--- src/rtl/core/wbrf_pkg.sv ---
package wbrf_pkg;

    // frame geometry and fixed thresholds
    localparam int unsigned IMG_WIDTH    = 640;
    localparam int unsigned IMG_HEIGHT   = 480;
    localparam logic [7:0]  BRIGHT_LEVEL = 8'd128;
    localparam logic [9:0]  WIDTH_MAX    = 10'd1023;

    // depth of the queue between front and back
    localparam int unsigned QUEUE_DEPTH = 4;

    // configuration register indexes
    localparam int unsigned CFG_IDX_W = 3;
    localparam logic [CFG_IDX_W-1:0] CFG_ROI_LEFT      = 3'd0;
    localparam logic [CFG_IDX_W-1:0] CFG_ROI_RIGHT     = 3'd1;
    localparam logic [CFG_IDX_W-1:0] CFG_ROI_TOP       = 3'd2;
    localparam logic [CFG_IDX_W-1:0] CFG_ROI_BOTTOM    = 3'd3;
    localparam logic [CFG_IDX_W-1:0] CFG_REF_COLUMN    = 3'd4;
    localparam logic [CFG_IDX_W-1:0] CFG_MIN_RUN_WIDTH = 3'd5;
    localparam logic [CFG_IDX_W-1:0] CFG_CENTER_TOL    = 3'd6;

    // configuration reset values
    localparam logic [9:0] RST_ROI_LEFT      = 10'd160;
    localparam logic [9:0] RST_ROI_RIGHT     = 10'd480;
    localparam logic [8:0] RST_ROI_TOP       = 9'd168;
    localparam logic [8:0] RST_ROI_BOTTOM    = 9'd360;
    localparam logic [9:0] RST_REF_COLUMN    = 10'd320;
    localparam logic [9:0] RST_MIN_RUN_WIDTH = 10'd8;
    localparam logic [9:0] RST_CENTER_TOL    = 10'd4;

    localparam int unsigned CFG_DATA_W = 10;

    typedef struct packed {
        logic [9:0] roi_left;
        logic [9:0] roi_right;
        logic [8:0] roi_top;
        logic [8:0] roi_bottom;
        logic [9:0] reference_column;
        logic [9:0] min_run_width;
        logic [9:0] center_tolerance;
    } t_cfg;

    typedef struct packed {
        logic [7:0] pixel;
        logic [9:0] column;
        logic [8:0] row;
        logic       frame_end;
    } t_pixel;

    typedef struct packed {
        logic       found;
        logic [9:0] run_left;
        logic [9:0] run_right;
        logic [9:0] center_col;
        logic [8:0] center_row;
        logic [9:0] run_width;
    } t_result;

    // classified pixel as it travels through the queue
    typedef struct packed {
        logic [9:0] column;
        logic [8:0] row;
        logic       in_roi;
        logic       bright;
        logic       at_left;
        logic       at_right;
        logic       frame_end;
    } t_cls;

endpackage

--- src/rtl/core/wbrf_front.sv ---
module wbrf_front import wbrf_pkg::*; (
    input  logic   i_valid,
    input  t_pixel i_data,
    input  t_cfg   i_cfg,
    input  logic   i_full,
    output logic   o_stall,
    output logic   o_push,
    output t_cls   o_cls
);

    logic in_roi;

    assign in_roi = (i_data.column >= i_cfg.roi_left) && (i_data.column <= i_cfg.roi_right)
                 && (i_data.row >= i_cfg.roi_top) && (i_data.row <= i_cfg.roi_bottom);

    assign o_stall = i_full;
    assign o_push  = i_valid && !i_full;

    always_comb begin
        o_cls.column    = i_data.column;
        o_cls.row       = i_data.row;
        o_cls.in_roi    = in_roi;
        o_cls.bright    = i_data.pixel > BRIGHT_LEVEL;
        o_cls.at_left   = i_data.column == i_cfg.roi_left;
        o_cls.at_right  = i_data.column == i_cfg.roi_right;
        o_cls.frame_end = i_data.frame_end;
    end

endmodule

--- src/rtl/core/wbrf_queue.sv ---
module wbrf_queue import wbrf_pkg::*; #(
    parameter int unsigned DEPTH = QUEUE_DEPTH
) (
    input  logic i_clk,
    input  logic i_rst_n,
    input  logic i_push,
    input  t_cls i_data,
    output logic o_full,
    input  logic i_pop,
    output logic o_valid,
    output t_cls o_data
);

    localparam int unsigned PW = (DEPTH > 1) ? $clog2(DEPTH) : 1;
    localparam int unsigned CW = $clog2(DEPTH + 1);

    t_cls          r_mem [DEPTH];
    logic [PW-1:0] r_wr;
    logic [PW-1:0] r_rd;
    logic [CW-1:0] r_count;

    always_ff @(posedge i_clk) begin
        if (i_push) begin
            r_mem[r_wr] <= i_data;
        end
    end

    always_ff @(posedge i_clk) begin
        if (!i_rst_n) begin
            r_wr    <= '0;
            r_rd    <= '0;
            r_count <= '0;
        end else begin
            if (i_push) begin
                r_wr <= (r_wr == PW'(DEPTH - 1)) ? '0 : r_wr + PW'(1);
            end
            if (i_pop) begin
                r_rd <= (r_rd == PW'(DEPTH - 1)) ? '0 : r_rd + PW'(1);
            end
            if (i_push && !i_pop) begin
                r_count <= r_count + CW'(1);
            end else if (!i_push && i_pop) begin
                r_count <= r_count - CW'(1);
            end
        end
    end

    assign o_full  = r_count == CW'(DEPTH);
    assign o_valid = r_count != '0;
    assign o_data  = r_mem[r_rd];

endmodule

--- src/rtl/core/wbrf_back.sv ---
module wbrf_back import wbrf_pkg::*; (
    input  logic    i_clk,
    input  logic    i_rst_n,
    input  t_cfg    i_cfg,
    input  logic    i_valid,
    input  t_cls    i_data,
    output logic    o_pop,
    output logic    o_valid,
    input  logic    i_stall,
    output t_result o_data
);

    typedef struct packed {
        logic       frame_end;
        logic       ok;
        logic [9:0] left;
        logic [9:0] right;
        logic [8:0] row;
        logic [9:0] center;
        logic [9:0] width;
        logic [9:0] error;
    } t_cand;

    // run tracker state
    logic       r_in_run;
    logic [9:0] r_run_begin;
    // candidate stage
    logic       r_s1_valid;
    t_cand      r_s1;
    // best run so far
    logic [9:0] r_best_left;
    logic [9:0] r_best_right;
    logic [8:0] r_best_row;
    logic [9:0] r_best_width;
    logic [9:0] r_best_error;
    logic [9:0] r_best_center;
    // result register
    logic       r_out_valid;
    t_result    r_out;

    logic        adv;
    logic        ir0;
    logic        starting;
    logic        ir1;
    logic        close_dark;
    logic        close_edge;
    logic [9:0]  first;
    logic [9:0]  last;
    logic        drop;
    logic [10:0] span;
    logic [10:0] sum;
    logic [9:0]  center;
    logic [9:0]  error;
    t_cand       cand;
    logic        n_in_run;
    logic [9:0]  n_run_begin;

    logic        qual;
    logic        better;
    logic        take;
    logic [9:0]  n_best_left;
    logic [9:0]  n_best_right;
    logic [8:0]  n_best_row;
    logic [9:0]  n_best_width;
    logic [9:0]  n_best_error;
    logic [9:0]  n_best_center;
    t_result     n_out;

    // the back holds only while a frame end waits behind a stalled result
    assign adv   = !(r_s1_valid && r_s1.frame_end && r_out_valid && i_stall);
    assign o_pop = adv && i_valid;

    // run tracking
    always_comb begin
        ir0        = r_in_run && !i_data.at_left;
        starting   = i_data.bright && !ir0;
        ir1        = ir0 || starting;
        first      = starting ? i_data.column : r_run_begin;
        close_dark = ir1 && !i_data.bright;
        close_edge = ir1 && i_data.bright && i_data.at_right;
        last       = close_dark ? i_data.column - 10'd1 : i_data.column;
        drop       = (close_dark && i_data.column == 10'd0) || (last < first);
        span       = {1'b0, last} - {1'b0, first} + 11'd1;
        sum        = {1'b0, first} + {1'b0, last};
        center     = sum[10:1];
        error      = (center >= i_cfg.reference_column) ? center - i_cfg.reference_column
                                                        : i_cfg.reference_column - center;

        cand.frame_end = i_data.frame_end;
        cand.ok        = i_data.in_roi && (close_dark || close_edge) && !drop;
        cand.left      = first;
        cand.right     = last;
        cand.row       = i_data.row;
        cand.center    = center;
        cand.width     = span[10] ? WIDTH_MAX : span[9:0];
        cand.error     = error;

        n_in_run    = i_data.in_roi && ir1 && !close_dark && !close_edge;
        n_run_begin = (i_data.in_roi && starting) ? i_data.column : r_run_begin;
        if (i_data.frame_end) begin
            n_in_run    = 1'b0;
            n_run_begin = '0;
        end
    end

    // best run selection and frame result
    always_comb begin
        qual   = r_s1.ok && (r_s1.width >= i_cfg.min_run_width)
              && (r_s1.error <= i_cfg.center_tolerance);
        better = (r_s1.width > r_best_width)
              || ((r_s1.width == r_best_width) && (r_s1.error < r_best_error));
        take   = qual && better;

        n_best_left   = take ? r_s1.left   : r_best_left;
        n_best_right  = take ? r_s1.right  : r_best_right;
        n_best_row    = take ? r_s1.row    : r_best_row;
        n_best_width  = take ? r_s1.width  : r_best_width;
        n_best_error  = take ? r_s1.error  : r_best_error;
        n_best_center = take ? r_s1.center : r_best_center;

        n_out = '0;
        if (n_best_width != '0) begin
            n_out.found      = 1'b1;
            n_out.run_left   = n_best_left;
            n_out.run_right  = n_best_right;
            n_out.center_col = n_best_center;
            n_out.center_row = n_best_row;
            n_out.run_width  = n_best_width;
        end
    end

    always_ff @(posedge i_clk) begin
        if (!i_rst_n) begin
            r_in_run      <= 1'b0;
            r_run_begin   <= '0;
            r_s1_valid    <= 1'b0;
            r_best_left   <= '0;
            r_best_right  <= '0;
            r_best_row    <= '0;
            r_best_width  <= '0;
            r_best_error  <= 10'(IMG_WIDTH);
            r_best_center <= '0;
            r_out_valid   <= 1'b0;
        end else begin
            if (o_pop) begin
                r_in_run    <= n_in_run;
                r_run_begin <= n_run_begin;
            end
            if (adv) begin
                r_s1_valid <= i_valid;
            end
            if (adv && r_s1_valid) begin
                if (r_s1.frame_end) begin
                    r_best_left   <= '0;
                    r_best_right  <= '0;
                    r_best_row    <= '0;
                    r_best_width  <= '0;
                    r_best_error  <= 10'(IMG_WIDTH);
                    r_best_center <= '0;
                end else begin
                    r_best_left   <= n_best_left;
                    r_best_right  <= n_best_right;
                    r_best_row    <= n_best_row;
                    r_best_width  <= n_best_width;
                    r_best_error  <= n_best_error;
                    r_best_center <= n_best_center;
                end
            end
            if (adv && r_s1_valid && r_s1.frame_end) begin
                r_out_valid <= 1'b1;
            end else if (!i_stall) begin
                r_out_valid <= 1'b0;
            end
        end
    end

    always_ff @(posedge i_clk) begin
        if (adv) begin
            r_s1 <= cand;
        end
        if (adv && r_s1_valid && r_s1.frame_end) begin
            r_out <= n_out;
        end
    end

    assign o_valid = r_out_valid;
    assign o_data  = r_out;

endmodule

--- src/rtl/core/widest_bright_run_finder_unit.sv ---
// a frame result follows its last pixel through queue, candidate stage and result register
// one pixel per cycle while the queue has room, set by the run tracker and best-run compare
// a four-entry queue lets the front keep taking pixels while a result waits on a stalled output
// reset: synchronous, active low; clears the queue, run state, best run and result valid,
// and loads the configuration registers with their defaults
module widest_bright_run_finder_unit import wbrf_pkg::*; #(
    parameter int unsigned QUEUE_DEPTH_P = QUEUE_DEPTH
) (
    input  logic                  i_clk,
    input  logic                  i_rst_n,
    // pixel input channel
    input  logic                  i_in_valid,
    output logic                  o_in_stall,
    input  t_pixel                i_in_data,
    // result output channel
    output logic                  o_out_valid,
    input  logic                  i_out_stall,
    output t_result               o_out_data,
    // configuration write port
    input  logic                  i_cfg_we,
    input  logic [CFG_IDX_W-1:0]  i_cfg_index,
    input  logic [CFG_DATA_W-1:0] i_cfg_data
);

    // configuration registers, held across frames
    t_cfg r_cfg;

    // front to queue
    logic fr_push;
    t_cls fr_cls;
    logic q_full;
    // queue to back
    logic q_valid;
    t_cls q_data;
    logic bk_pop;

    // register writes; an index beyond the list is ignored
    always_ff @(posedge i_clk) begin
        if (!i_rst_n) begin
            r_cfg.roi_left         <= RST_ROI_LEFT;
            r_cfg.roi_right        <= RST_ROI_RIGHT;
            r_cfg.roi_top          <= RST_ROI_TOP;
            r_cfg.roi_bottom       <= RST_ROI_BOTTOM;
            r_cfg.reference_column <= RST_REF_COLUMN;
            r_cfg.min_run_width    <= RST_MIN_RUN_WIDTH;
            r_cfg.center_tolerance <= RST_CENTER_TOL;
        end else if (i_cfg_we) begin
            unique case (i_cfg_index)
                CFG_ROI_LEFT:      r_cfg.roi_left         <= i_cfg_data;
                CFG_ROI_RIGHT:     r_cfg.roi_right        <= i_cfg_data;
                CFG_ROI_TOP:       r_cfg.roi_top          <= i_cfg_data[8:0];
                CFG_ROI_BOTTOM:    r_cfg.roi_bottom       <= i_cfg_data[8:0];
                CFG_REF_COLUMN:    r_cfg.reference_column <= i_cfg_data;
                CFG_MIN_RUN_WIDTH: r_cfg.min_run_width    <= i_cfg_data;
                CFG_CENTER_TOL:    r_cfg.center_tolerance <= i_cfg_data;
                default: begin
                end
            endcase
        end
    end

    // front: takes each pixel transaction and tags it against the search rectangle and brightness level
    wbrf_front u_front (
        .i_valid (i_in_valid),
        .i_data  (i_in_data),
        .i_cfg   (r_cfg),
        .i_full  (q_full),
        .o_stall (o_in_stall),
        .o_push  (fr_push),
        .o_cls   (fr_cls)
    );

    // short queue decoupling the front from a back held by the output
    wbrf_queue #(
        .DEPTH (QUEUE_DEPTH_P)
    ) u_queue (
        .i_clk   (i_clk),
        .i_rst_n (i_rst_n),
        .i_push  (fr_push),
        .i_data  (fr_cls),
        .o_full  (q_full),
        .i_pop   (bk_pop),
        .o_valid (q_valid),
        .o_data  (q_data)
    );

    // back: tracks runs, measures closed ones, keeps the widest and
    // registers the frame result for the output transaction
    wbrf_back u_back (
        .i_clk   (i_clk),
        .i_rst_n (i_rst_n),
        .i_cfg   (r_cfg),
        .i_valid (q_valid),
        .i_data  (q_data),
        .o_pop   (bk_pop),
        .o_valid (o_out_valid),
        .i_stall (i_out_stall),
        .o_data  (o_out_data)
    );

endmodule
--- config.mk ---
export PLATFORM = sky130hd
export DESIGN_NAME = widest_bright_run_finder_unit
export DESIGN_NICKNAME = d
export VERILOG_FILES = /design/src/rtl/core/wbrf_pkg.sv /design/src/rtl/core/wbrf_front.sv /design/src/rtl/core/wbrf_queue.sv /design/src/rtl/core/wbrf_back.sv /design/src/rtl/core/widest_bright_run_finder_unit.sv
export SDC_FILE = /design/constraint.sdc
export NUM_CORES = 1
export LEC_CHECK = 0
export BUFFER_PORTS_ARGS = -buffer_cell sky130_fd_sc_hd__clkbuf_2
export CAP_MARGIN = 20
export CORE_MARGIN = 2
export CORE_UTILIZATION = 45
export CTS_CLUSTER_SIZE = 40
export DETAILED_ROUTE_END_ITERATION = 12
export SYNTH_ARGS = -nofsm -noshare
export SYNTH_HDL_FRONTEND = slang
export SYNTH_HIERARCHICAL = 1
export SYNTH_SLANG_ARGS = --single-unit
--- constraint.sdc ---
create_clock -name i_clk -period 6.7 [get_ports i_clk]
set_input_delay 1.005 -clock i_clk [delete_from_list [all_inputs] [get_ports i_clk]]
set_output_delay 1.005 -clock i_clk [all_outputs]
set_load 0.01 [all_outputs]
==> metrics.cfg <==
[drt]
routed_wirelength_um = 38700
num_vias = 10866
viasPerCell = 5.22
first_pass_iters = 5
wl_per_cell_um = 18.6
drc = 0
drt_iter0_markers = 659
antenna_left = 0

[clock_tree]
cts_root_buf = clkbuf_16
cts.sinks = 356
postCtsSetupBuffers = 0
clk_latency_ns = 0.54
clkTransAtPathRegs_ns = 0.06
cts_buffers = 40
clk_path_buf_depth = 3
cts_resized = 0
htreeDepth = 2
cts_hold_buffers = 0
tritoncts = done

[critical_path]
reg2reg_depth = 20
r2r_end = u_back/r_s1[6]
cp_max_fo = 9
crit_path_end = u_back/r_s1[6]
worst_setup_path_start_kind = flip-flop
worst-r2r-setup-slack_ns = 0.65
worstPathArrival_ns = 6.34
path_class = reg -> reg
crit_required_ns = 6.98
cp-end-kind = flip-flop

[logic_synthesis]
synth_compound_area_share_pct = 9.02
synth-xor-area-share_pct = 1.81
yosys_most_used_dff = edfxtp_1
yosys_register_bits = 356
yosysWarnings = 6
synthArstFlopShare_pct = 0
yosysTopAreaCellShare_pct = 35.7
synth_cell_type_count = 69
yosys-top-cells-area = edfxtp_1 36%, dfxtp_1 17%, ha_1 9.4%
synthSimpleGateAreaFrac_pct = 9.43
synth.area.mux_share_pct = 10.6
synth_top_family_by_area = multiplexers
synth_edf_count = 207
synth_fa_ha_area_share_pct = 10.5
synth_area_mm2 = 0.0174
syn_avg_cell_area_um2 = 12.0
synthCells = 1451
yosysSeqAreaShare_pct = 52.9
syn_nets = 1637
yosys.area.top_type = edfxtp_1

[power]
peakVddDrop_mv = 0.428
leakagePower_nw = 7.83
power_density_mw_per_mm2 = 526
power.total_mw = 10.3

[sta]
drv_slew = 0
clock_skew_ns = 0.0126
fin_crit_sh_pct = 90.4
rsz0062_at_grt = no
max_freq_ghz = 0.165
hold_viol = 0
finalSetupViolations = 0
max_slew_margin_pct = 27.9
fin_crit_ns = 6.05
layout_setup_ws_ns = 0.646
setup_tns_ns = 0
tightest_slew_ns = 1.07

[placed_design]
io_buffers = 97
hpwlAfterDp_um = 27900
pre_cts_ws_ns = 0.704
gp_congestion = 0.853

[flow_run]
maxCapViolations = 0

[cells_and_area]
final_common_cell = edfxtp_1
mostFrequentLayoutCells = 207 x edfxtp_1, 149 x dfxtp_1, 147 x inv_1
areaGrowthSynthToFinish_pct = 12.3
antenna_cells = 0
multi_input_area_mm2 = 0.00723
layout-drive-gt1-share_pct = 13.6
nFillCells = 3439
fin_nets = 1717
register_area_mm2 = 0.00920

[global_route]
grt_pass1_wl_um = 60600
track_usage_pct = 19.2
grt_antenna_before_repair = 3
grt_max_degree = 65
grt_remaining_overflow = 0
grt_pass1_vias = 10634

[floorplan]
die_area_mm2 = 0.0402
core_area_mm2 = 0.0384
fp-row-count = 72
die_h_um = 201
pin_count = 98
start_util_pct = 45.3
die_w_um = 201

[outcome]
status = finished, final reports clean

[min_path]
worstHoldPathType = reg -> reg

## per-layer routing
layer | track usage (%) | vias up | share of wire, %
met1 | 27.6 | 5260 | 48
met5 | 0 | - | 0.034
met3 | 3.33 | 51 | 4.9
met2 | 30.3 | 231 | 45
met4 | 5.03 | 2 | 1.9
li1 | - | 5322 | -
## critical path: stages, from the launching register on
cell      delay (ns)
dfxtp_1         0.31
buf_4           0.19
mux4_2          0.50
nand2b_1        0.18
nor2_1          0.37
nand4_1         0.31
nor3_1          0.26
xor2_1          0.36
ha_1            0.32
or3b_2          0.49
nand3_1         0.12
xnor2_1         0.19
ha_1            0.37
and2_1          0.21
nand3_1         0.11
a21oi_1         0.07
o41a_1          0.53
mux2i_1         0.20
a221o_1         0.32
a221oi_1        0.29
xnor2_1         0.11
## Yosys cell counts, drive strengths merged (6+ instances only)
library cell,n
nand2,121
edfxtp,207
nand3,8
clkbuf,27
xor2,10
nor2b,33
a21oi,45
a21boi,17
xnor2,26
o211ai,6
nand3b,13
nor3,14
a22o,59
nor2,71
nand2b,13
a21o,21
dfxtp,149
mux4,24
mux2i,124
buf,49
fa,9
ha,131
inv,147
nor4,8
and2,6
o21ai,27
nand4,13
## how the worst min path moves through the flow
stage	start	cells past startpoint	slack (ns)	to
after floorplan	r_cfg[25]	2	0.43	r_cfg[25]
after global placement	r_cfg[40]	2	0.44	r_cfg[40]
after detailed placement	r_cfg[50]	2	0.45	r_cfg[50]
after CTS	r_cfg[50]	2	0.46	r_cfg[50]
after global routing	r_cfg[45]	2	0.48	r_cfg[45]
final	r_cfg[47]	2	0.46	r_cfg[47]
## layout make-up
type | instances | share of cell area [%]
clock buffer | 52 | 5.52
timing repair buffer | 114 | 3.22
multi-input combinational | 872 | 37.0
sequential | 356 | 47.1
tap | 518 | 3.32
inverter | 147 | 2.83
clock inverter | 22 | 1.01
## state kept, by name, summed over array words and instances (netlist names), named ones only
| register | cells |
|---|---|
| u_back/r_s1_valid | 1 |
| u_back/r_in_run | 1 |
| u_back/r_run_begin | 10 |
| u_back/o_valid | 1 |
| u_back/r_best_left | 10 |
| u_back/r_best_width | 10 |
| r_cfg | 68 |
| u_back/r_best_center | 10 |
| u_queue/r_wr | 2 |
| u_queue/r_mem | 96 |
| u_back/r_best_row | 9 |
| u_back/r_best_right | 10 |
| u_queue/r_rd | 2 |
| u_back/o_data | 50 |
| u_queue/r_count | 3 |
| u_back/r_s1 | 61 |
| u_back/r_best_error | 10 |
## where the power goes
part	switching, mW	total [mW]	internal [mW]
sequential	0.256	3.22	2.97
combinational	2.89	4.91	2.02
clock	0.875	2.13	1.26
## stage by stage
| stage | cells | area [um^2] | hold WS (ns) | util (%) |
|---|---|---|---|---|
| after floorplan | 1451 | 17400 | 0.435 | - |
| after global placement | 2007 | 18300 | 0.444 | 47.6 |
| after detailed placement | 2007 | 18300 | 0.451 | 47.6 |
| after CTS | 2081 | 19500 | 0.459 | 50.9 |
| after global routing | 2081 | 19500 | 0.478 | 50.9 |
| final | 2081 | 19500 | 0.459 | 50.9 |
## cells by family after synthesis
group / after synthesis
flip-flops: 356
AO/OA/AOI/OAI: 217
buffers and inverters: 223
AND/OR/NAND/NOR: 327
multiplexers: 152
adder cells (fa/ha/maj): 140
XOR/XNOR: 36
Note: power is estimated with default switching activity, not from simulation.
